===== src/hw/rtl/tsn_pkg.sv =====
// ----------------------------------------------------------------------------
// tsn_pkg
// Shared constants, the inter-cell word type and character class helpers
// for the text sentence normalizer.
// ----------------------------------------------------------------------------
`default_nettype none

package tsn_pkg;

  // Special characters
  localparam logic [7:0] TERM_BYTE  = 8'd13;
  localparam logic [7:0] BLANK_BYTE = 8'hFF;
  localparam logic [7:0] SPACE_BYTE = 8'h20;
  localparam logic [7:0] CASE_DELTA = 8'd32;
  localparam logic [7:0] COMMA_BYTE = 8'h2C;
  localparam logic [7:0] DOT_BYTE   = 8'h2E;
  localparam logic [7:0] SEMI_BYTE  = 8'h3B;

  // Character class bounds
  localparam logic [7:0] DIGIT_LO = 8'h30;
  localparam logic [7:0] DIGIT_HI = 8'h39;
  localparam logic [7:0] UPPER_LO = 8'h41;
  localparam logic [7:0] UPPER_HI = 8'h5A;
  localparam logic [7:0] LOWER_LO = 8'h61;
  localparam logic [7:0] LOWER_HI = 8'h7A;

  // Word handed from one cell to the next
  typedef struct packed {
    logic       eot;  // terminator word
    logic [7:0] ch;   // character
  } tsn_word_t;

  function automatic logic is_digit(input logic [7:0] c);
    return (c >= DIGIT_LO) && (c <= DIGIT_HI);
  endfunction

  function automatic logic is_upper(input logic [7:0] c);
    return (c >= UPPER_LO) && (c <= UPPER_HI);
  endfunction

  function automatic logic is_lower(input logic [7:0] c);
    return (c >= LOWER_LO) && (c <= LOWER_HI);
  endfunction

  function automatic logic is_punct(input logic [7:0] c);
    return (c == COMMA_BYTE) || (c == DOT_BYTE) || (c == SEMI_BYTE);
  endfunction

endpackage

`default_nettype wire


===== src/hw/rtl/tsn_if.sv =====
// ----------------------------------------------------------------------------
// tsn_if
// Valid/ready channel interfaces for the text input and the result output.
// ----------------------------------------------------------------------------
`default_nettype none

interface tsn_in_if;
  logic       valid;
  logic       ready;
  logic [7:0] text_byte;
  logic       end_of_text;

  modport source (output valid, output text_byte, output end_of_text, input ready);
  modport sink   (input valid, input text_byte, input end_of_text, output ready);
endinterface

interface tsn_out_if;
  logic       valid;
  logic       ready;
  logic [7:0] out_byte;
  logic       is_terminator;

  modport source (output valid, output out_byte, output is_terminator, input ready);
  modport sink   (input valid, input out_byte, input is_terminator, output ready);
endinterface

`default_nettype wire


===== src/hw/rtl/text_sentence_normalizer_unit.sv =====
// Order: a text byte waits in the lookahead cell until the word that follows
//   it is accepted; a terminator that flushes a held byte follows that byte.
// Throughput: one word per cycle while the result side is ready; a terminator
//   that flushes a held byte stalls the lookahead cell's input while it is sent.
// Reset: rst_n low synchronously clears all valid flags and the sentence state.
// ----------------------------------------------------------------------------
// text_sentence_normalizer_unit
// Chain of three cells (fold, lookahead, case) passing words with
// valid/ready between neighbors; each cell has its own output register.
// ----------------------------------------------------------------------------
`default_nettype none

module text_sentence_normalizer_unit
  import tsn_pkg::*;
(
  input  wire logic  clk,
  input  wire logic  rst_n,
  tsn_in_if.sink     in_ch,
  tsn_out_if.source  out_ch
);

  tsn_word_t in_word;
  logic      c0_valid, c0_ready;
  tsn_word_t c0_word;
  logic      c1_valid, c1_ready;
  tsn_word_t c1_word;
  logic      c2_valid;
  tsn_word_t c2_word;

  assign in_word = '{eot: in_ch.end_of_text, ch: in_ch.text_byte};

  tsn_fold_cell u_fold (
    .clk      (clk),
    .rst_n    (rst_n),
    .up_valid (in_ch.valid),
    .up_word  (in_word),
    .up_ready (in_ch.ready),
    .dn_valid (c0_valid),
    .dn_word  (c0_word),
    .dn_ready (c0_ready)
  );

  tsn_hold_cell u_hold (
    .clk      (clk),
    .rst_n    (rst_n),
    .up_valid (c0_valid),
    .up_word  (c0_word),
    .up_ready (c0_ready),
    .dn_valid (c1_valid),
    .dn_word  (c1_word),
    .dn_ready (c1_ready)
  );

  tsn_case_cell u_case (
    .clk      (clk),
    .rst_n    (rst_n),
    .up_valid (c1_valid),
    .up_word  (c1_word),
    .up_ready (c1_ready),
    .dn_valid (c2_valid),
    .dn_word  (c2_word),
    .dn_ready (out_ch.ready)
  );

  // Drive the result channel from the last cell
  assign out_ch.valid         = c2_valid;
  assign out_ch.out_byte      = c2_word.ch;
  assign out_ch.is_terminator = c2_word.eot;

endmodule

`default_nettype wire


===== src/hw/rtl/tsn_fold_cell.sv =====
// ----------------------------------------------------------------------------
// tsn_fold_cell
// First cell: lowercases letters, collapses runs of equal non-digit bytes,
// drops blank markers and turns a carriage return into a terminator word.
// ----------------------------------------------------------------------------
`default_nettype none

module tsn_fold_cell
  import tsn_pkg::*;
(
  input  wire logic      clk,
  input  wire logic      rst_n,
  input  wire logic      up_valid,
  input  wire tsn_word_t up_word,
  output logic           up_ready,
  output logic           dn_valid,
  output tsn_word_t      dn_word,
  input  wire logic      dn_ready
);

  logic       vld_r, vld_nxt;
  tsn_word_t  word_r, word_nxt;
  logic [7:0] prev_r, prev_nxt;
  logic       take;
  logic [7:0] lc;
  logic       rep;

  assign up_ready = !vld_r || dn_ready;
  assign take     = up_valid && up_ready;
  assign dn_valid = vld_r;
  assign dn_word  = word_r;

  // Lowercase and compare against the previous byte
  always_comb begin
    lc       = is_upper(up_word.ch) ? (up_word.ch + CASE_DELTA) : up_word.ch;
    rep      = (lc == prev_r) && !is_digit(lc);
    vld_nxt  = vld_r && !dn_ready;
    word_nxt = word_r;
    prev_nxt = prev_r;
    if (take) begin
      if (up_word.eot || (up_word.ch == TERM_BYTE)) begin
        // terminator: pass it on and restart the run tracking
        vld_nxt  = 1'b1;
        word_nxt = '{eot: 1'b1, ch: TERM_BYTE};
        prev_nxt = SPACE_BYTE;
      end else begin
        prev_nxt = lc;
        if (!rep && (lc != BLANK_BYTE)) begin
          vld_nxt  = 1'b1;
          word_nxt = '{eot: 1'b0, ch: lc};
        end
      end
    end
  end

  always_ff @(posedge clk) begin
    if (!rst_n) begin
      vld_r  <= 1'b0;
      prev_r <= SPACE_BYTE;
    end else begin
      vld_r  <= vld_nxt;
      prev_r <= prev_nxt;
    end
    word_r <= word_nxt;
  end

endmodule

`default_nettype wire


===== src/hw/rtl/tsn_hold_cell.sv =====
// ----------------------------------------------------------------------------
// tsn_hold_cell
// Middle cell: keeps one byte of lookahead and drops a space that is
// directly followed by a comma, period or semicolon.
// ----------------------------------------------------------------------------
`default_nettype none

module tsn_hold_cell
  import tsn_pkg::*;
(
  input  wire logic      clk,
  input  wire logic      rst_n,
  input  wire logic      up_valid,
  input  wire tsn_word_t up_word,
  output logic           up_ready,
  output logic           dn_valid,
  output tsn_word_t      dn_word,
  input  wire logic      dn_ready
);

  logic       vld_r, vld_nxt;
  tsn_word_t  word_r, word_nxt;
  logic [7:0] held_r, held_nxt;
  logic       held_vld_r, held_vld_nxt;
  logic       flush_r, flush_nxt;
  logic       slot_free;
  logic       take;

  assign slot_free = !vld_r || dn_ready;
  assign up_ready  = slot_free && !flush_r;
  assign take      = up_valid && up_ready;
  assign dn_valid  = vld_r;
  assign dn_word   = word_r;

  // Release the held byte once the next byte shows whether it survives
  always_comb begin
    vld_nxt      = vld_r && !dn_ready;
    word_nxt     = word_r;
    held_nxt     = held_r;
    held_vld_nxt = held_vld_r;
    flush_nxt    = flush_r;
    if (flush_r && slot_free) begin
      // terminator after the flushed byte
      vld_nxt   = 1'b1;
      word_nxt  = '{eot: 1'b1, ch: TERM_BYTE};
      flush_nxt = 1'b0;
    end else if (take) begin
      if (up_word.eot) begin
        held_vld_nxt = 1'b0;
        vld_nxt      = 1'b1;
        if (held_vld_r) begin
          word_nxt  = '{eot: 1'b0, ch: held_r};
          flush_nxt = 1'b1;
        end else begin
          word_nxt = '{eot: 1'b1, ch: TERM_BYTE};
        end
      end else begin
        if (held_vld_r && !((held_r == SPACE_BYTE) && is_punct(up_word.ch))) begin
          vld_nxt  = 1'b1;
          word_nxt = '{eot: 1'b0, ch: held_r};
        end
        held_nxt     = up_word.ch;
        held_vld_nxt = 1'b1;
      end
    end
  end

  always_ff @(posedge clk) begin
    if (!rst_n) begin
      vld_r      <= 1'b0;
      held_vld_r <= 1'b0;
      flush_r    <= 1'b0;
    end else begin
      vld_r      <= vld_nxt;
      held_vld_r <= held_vld_nxt;
      flush_r    <= flush_nxt;
    end
    word_r <= word_nxt;
    held_r <= held_nxt;
  end

endmodule

`default_nettype wire


===== src/hw/rtl/tsn_case_cell.sv =====
// ----------------------------------------------------------------------------
// tsn_case_cell
// Last cell: collapses runs again and capitalizes the first letter of each
// sentence; a period opens a new sentence.
// ----------------------------------------------------------------------------
`default_nettype none

module tsn_case_cell
  import tsn_pkg::*;
(
  input  wire logic      clk,
  input  wire logic      rst_n,
  input  wire logic      up_valid,
  input  wire tsn_word_t up_word,
  output logic           up_ready,
  output logic           dn_valid,
  output tsn_word_t      dn_word,
  input  wire logic      dn_ready
);

  logic       vld_r, vld_nxt;
  tsn_word_t  word_r, word_nxt;
  logic [7:0] prev_r, prev_nxt;
  logic       cap_r, cap_nxt;
  logic       take;
  logic       rep;
  logic [7:0] c;

  assign up_ready = !vld_r || dn_ready;
  assign take     = up_valid && up_ready;
  assign dn_valid = vld_r;
  assign dn_word  = word_r;

  // Collapse, then fix letter case for the sentence position
  always_comb begin
    rep      = (up_word.ch == prev_r) && !is_digit(up_word.ch);
    c        = up_word.ch;
    vld_nxt  = vld_r && !dn_ready;
    word_nxt = word_r;
    prev_nxt = prev_r;
    cap_nxt  = cap_r;
    if (take) begin
      if (up_word.eot) begin
        vld_nxt  = 1'b1;
        word_nxt = '{eot: 1'b1, ch: TERM_BYTE};
        prev_nxt = SPACE_BYTE;
        cap_nxt  = 1'b0;
      end else begin
        prev_nxt = up_word.ch;
        if (!rep) begin
          if (is_lower(up_word.ch)) begin
            if (!cap_r) begin
              c       = up_word.ch - CASE_DELTA;
              cap_nxt = 1'b1;
            end
          end else if (is_upper(up_word.ch)) begin
            if (cap_r) begin
              c = up_word.ch + CASE_DELTA;
            end else begin
              cap_nxt = 1'b1;
            end
          end else if (up_word.ch == DOT_BYTE) begin
            cap_nxt = 1'b0;
          end
          vld_nxt  = 1'b1;
          word_nxt = '{eot: 1'b0, ch: c};
        end
      end
    end
  end

  always_ff @(posedge clk) begin
    if (!rst_n) begin
      vld_r  <= 1'b0;
      prev_r <= SPACE_BYTE;
      cap_r  <= 1'b0;
    end else begin
      vld_r  <= vld_nxt;
      prev_r <= prev_nxt;
      cap_r  <= cap_nxt;
    end
    word_r <= word_nxt;
  end

endmodule

`default_nettype wire


===== src/flat_wrapper.sv =====
// flat-port wrapper written by rule: the top's interface ports become plain ports
module text_sentence_normalizer_unit_flat import tsn_pkg::*;
  (clk, rst_n, in_ch_valid, in_ch_text_byte, in_ch_end_of_text, in_ch_ready, out_ch_valid, out_ch_out_byte, out_ch_is_terminator, out_ch_ready);
  tsn_in_if in_ch_i ();
  tsn_out_if out_ch_i ();
  input  wire logic clk;
  input  wire logic rst_n;
  input wire logic [$bits(in_ch_i.valid)-1:0] in_ch_valid;
  input wire logic [$bits(in_ch_i.text_byte)-1:0] in_ch_text_byte;
  input wire logic [$bits(in_ch_i.end_of_text)-1:0] in_ch_end_of_text;
  output wire logic [$bits(in_ch_i.ready)-1:0] in_ch_ready;
  output wire logic [$bits(out_ch_i.valid)-1:0] out_ch_valid;
  output wire logic [$bits(out_ch_i.out_byte)-1:0] out_ch_out_byte;
  output wire logic [$bits(out_ch_i.is_terminator)-1:0] out_ch_is_terminator;
  input wire logic [$bits(out_ch_i.ready)-1:0] out_ch_ready;
  assign in_ch_i.valid = in_ch_valid;
  assign in_ch_i.text_byte = in_ch_text_byte;
  assign in_ch_i.end_of_text = in_ch_end_of_text;
  assign in_ch_ready = in_ch_i.ready;
  assign out_ch_valid = out_ch_i.valid;
  assign out_ch_out_byte = out_ch_i.out_byte;
  assign out_ch_is_terminator = out_ch_i.is_terminator;
  assign out_ch_i.ready = out_ch_ready;
  text_sentence_normalizer_unit u_core (.clk(clk), .rst_n(rst_n), .in_ch(in_ch_i), .out_ch(out_ch_i));
endmodule

===== config.mk =====
export PLATFORM = sky130hd
export DESIGN_NAME = text_sentence_normalizer_unit_flat
export DESIGN_NICKNAME = d
export VERILOG_FILES = /design/src/hw/rtl/tsn_pkg.sv /design/src/hw/rtl/tsn_if.sv /design/src/hw/rtl/text_sentence_normalizer_unit.sv /design/src/hw/rtl/tsn_fold_cell.sv /design/src/hw/rtl/tsn_hold_cell.sv /design/src/hw/rtl/tsn_case_cell.sv /design/src/flat_wrapper.sv
export SDC_FILE = /design/constraint.sdc
export NUM_CORES = 1
export LEC_CHECK = 0
export ABC_CLOCK_PERIOD_IN_PS = 6370
export BUFFER_PORTS_ARGS = -buffer_cell sky130_fd_sc_hd__clkbuf_2
export CAP_MARGIN = 10
export CORE_MARGIN = 2
export CORE_UTILIZATION = 45
export DETAILED_ROUTE_END_ITERATION = 10
export GPL_TIMING_DRIVEN = 0
export HOLD_SLACK_MARGIN = 0.12
export PLACE_DENSITY_LB_ADDON = 0.12
export SLEW_MARGIN = 0
export SYNTH_ARGS = -nofsm -noshare
export SYNTH_HDL_FRONTEND = slang
export SYNTH_HIERARCHICAL = 1
export SYNTH_SLANG_ARGS = --single-unit

===== constraint.sdc =====
create_clock -name clk -period 6.37 [get_ports clk]
set_input_delay 0.3185 -clock clk [delete_from_list [all_inputs] [get_ports clk]]
set_output_delay 0.3185 -clock clk [all_outputs]
set_load 0.05 [all_outputs]

==> summary.txt <==
WL/cell: 15.35 µm
peak supply drop: 0.1500 mV
Int Pwr: 682.1 µW
worst r2r src: u_core/u_case/dn_valid
first-pass GRT wire length: 10.83 mm
Synth Area in XOR/XNOR: 3.754%
register area share after synthesis: 46.20%
PD cells: 260.7 nW/µm²
Power, Total: 900.0 µW
Overflow after GRT: 0
vias in the first global route: 2220
max frequency: 0.3812 GHz
Clock Tree Buf Depth: 2
share of cells above drive strength 1: 20.00%
worst r2r dst: u_core/u_fold/dn_word[6]
ordered list of cells on the worst path: nand2b_1 > nor2b_1 > nor2_1 > nand2b_4 > nand2_1 > nor3_1
worst setup margin: 3.747 ns
Clock Latency Late Sink: 0.33 ns
Syn Inst Count: 304
cell area after synthesis: 3033 µm²
leakage: 0.001217 µW
ranking of synthesized cells by area: edfxtp_1 26%, dfxtp_1 20%, a21oi_1 3.8%, nand2_1 3.5%, nor2b_1 3.1%
Compound-Gate Fraction of Synth Area: 17.70%
final WL: 6.399 mm
Synth area leader: edfxtp_1
GP Congestion: 0.9044
crit path DAT: 2.57 ns
TritonCTS clock tree: built
reg-to-reg slack, setup: 3.75 ns
R2R cell count: 6
crit-path max cell delay: 0.91 ns
required time worst endpoint: 6.31 ns
Die W: 86.10 µm
Final ANT Viol Nets: 0
Final nets: 352
max-cap viol count: 0
total die area: 7412 µm²
total clock buffers created by CTS: 9
Via-to-Cell Ratio: 5.659
Avg Cell Area, Syn: 9.977 µm²
crit share post-route: 41.18%
CP bufs+invs: 0
DRC: 0
post-synthesis mux area share: 1.031%
share of the synthesized area in the top cell type: 25.74%
row count: 29
Tightest Hold Check Type: primary input to flip-flop
CP Max Fanout: 9
initial DRC count: 135
H-Tree Depth: 3
Starting Density: 47.22%
Max Transition Viols Final: 0
DR vias: 2360
Worst Tran Pin Value: 1.062 ns
syn nets: 321
post_cts resized: 0
Adder-Cell Fraction of Synth Area: 1.650%
clk root buf: clkbuf_8
Comb power frac: 12.3%
Layout area overhead: 13.82%
Endpoint, Worst Hold: u_core/u_fold/prev_r[5]
register share of total power: 46.2%
Post-Synth Simple-Gate Area: 25.21%
Post-synth top cells: 31 x dfxtp_1, 28 x nand2_1, 26 x edfxtp_1
drt first pass iters: 4
ys async rst share: 0%
Final min period: 2.623 ns
height of the die: 86.10 µm
ANT cells: 0
largest net degree at the start of global routing: 11
endpoints failing setup: 0
RSZ-0062 raised after global routing: no
EDFF count, synth: 26
clock share of power: 41.5%
Critical Path Source Type: flip-flop
sw frac: 24.21%
hold wc startpoint: rst_n
Crit. path cell count: 6
fillcell total: 580
setup repair bufs after CTS: 0
Final Skew: 0.007860 ns
worst hold slack: 0.2616 ns
dpl ws: 3.525 ns
GRT Util Overall: 18.74%
hpwl dp: 4.667 mm
IO Pins: 24
Psw: 217.9 µW
Main synth FF type: dfxtp_1
synth unique cells: 69
count leader, synth: dfxtp_1
Setup CP Type: flip-flop to flip-flop
initial antenna violation count: 0
Hold Fails Final Rpt: 0
CP Capture Type: flip-flop
CTS clk-pin slew, worst paths: 0.06 ns
Critical Path Slowest Stage Cell: nor3_1
Hold Crit Depth: 2
number of synthesized register bits: 57
run status: completed
clock sinks: 57
largest family of logic cells by synthesized area: simple AND/OR/NAND/NOR gates
slew margin rel.: 28.64%
Synthesis Warnings: 6
Hold-fix buffers, CTS: 0
IO Port Bufs: 20
setup TNS: 0 ns
crit-path leading delay family: simple AND/OR/NAND/NOR gates
CORE AREA: 6422 µm²
## per-layer routing
layer	up-vias	global-route usage [%]	part of all wire [%]
met5	-	0	0
met4	0	5.916	0.95
met3	8	6.256	5.0
met2	63	26.64	43
met1	1107	26.82	51
li1	1182	-	-
## per-stage QoR
stage	utilization [%]	area (µm²)	cells
detailed placement	50.28	3229	401
global placement	50.28	3229	401
finish	53.75	3452	417
CTS	53.75	3452	417
global route	53.75	3452	417
floorplan	-	3033	304
## power by group through the flow
| stage | registers [µW] | clock network, µW | logic (µW) |
|---|---|---|---|
| after global placement | 423 | 0 | 109 |
| after global routing | 417 | 400 | 122 |
| after floorplan | 423 | 0 | 78.2 |
| final | 416 | 374 | 111 |
| after CTS | 415 | 383 | 110 |
| after detailed placement | 423 | 0 | 109 |
## worst register-to-register path, cell delays in order (launching register included)
cell      delay (ns)
dfxtp_1         0.31
nand2b_1        0.19
nor2b_1         0.12
nor2_1          0.28
nand2b_4        0.22
nand2_1         0.20
nor3_1          0.91
## cell type report
| class | count | area [µm²] | area share (%) |
|---|---|---|---|
| Multi-Input combinational cell | 220 | 1496 | 43.35 |
| Timing Repair Buffer | 20 | 100.1 | 2.900 |
| Sequential cell | 57 | 1401 | 40.59 |
| Tap cell | 77 | 96.34 | 2.791 |
| Inverter | 13 | 48.80 | 1.414 |
| Clock buffer | 13 | 158.9 | 4.603 |
| Clock inverter | 3 | 63.81 | 1.848 |
| Buffer | 14 | 86.33 | 2.501 |
## state kept, by name (all words and copies together), names as in the netlist
signal                    flops
u_core/u_hold/flush_r         1
u_core/u_fold/prev_r          8
u_core/u_fold/dn_valid        1
u_core/u_hold/held_vld_r      1
u_core/u_hold/held_r          8
u_core/u_fold/dn_word         9
u_core/u_case/prev_r          8
u_core/u_hold/dn_valid        1
u_core/u_hold/dn_word         9
u_core/u_case/cap_r           1
u_core/u_case/dn_valid        1
u_core/u_case/dn_word         9
## how the worst max path moves through the flow
stage / start / end / slack (ns)
2_1_floorplan: u_core/u_case/dn_valid / u_core/u_fold/dn_word[0] / 3.78
3_3_place_gp: in_ch_text_byte[6] / u_core/u_fold/dn_word[3] / 3.49
3_5_place_dp: in_ch_text_byte[5] / u_core/u_fold/dn_word[0] / 3.53
4_1_cts: u_core/u_case/dn_valid / u_core/u_fold/dn_word[6] / 3.71
5_1_grt: u_core/u_case/dn_valid / u_core/u_fold/dn_word[8] / 3.43
6_report: u_core/u_case/dn_valid / u_core/u_fold/dn_word[6] / 3.75
## logic make-up (layout without fill, tap and decap cells)
| family | after synthesis | in the layout |
|---|---|---|
| flip-flops | 57 | 57 |
| XOR/XNOR | 13 | 13 |
| adder cells (fa/ha/maj) | 4 | 4 |
| AO/OA/AOI/OAI | 73 | 73 |
| AND/OR/NAND/NOR | 127 | 127 |
| multiplexers | 3 | 3 |
| buffers and inverters | 27 | 63 |
## cells in the final DEF, fill, tap and decap left out, types with 3 or more instances in the layout
cell / instances
and2_1: 4
o21ai_0: 15
or2_2: 6
nor3_1: 12
ha_1: 4
xor2_1: 6
dfxtp_1: 31
nand4_1: 4
a21boi_0: 3
nand2_1: 28
inv_1: 13
o2111ai_1: 3
xnor2_1: 7
buf_2: 3
nand3_1: 5
nor3b_1: 5
nand2b_1: 5
nor2b_1: 15
clkbuf_1: 7
nor2_1: 19
a21oi_1: 23
clkbuf_2: 21
o32a_1: 3
clkbuf_8: 12
edfxtp_1: 26
nor4b_1: 3
(Power assumes the default switching activity.)
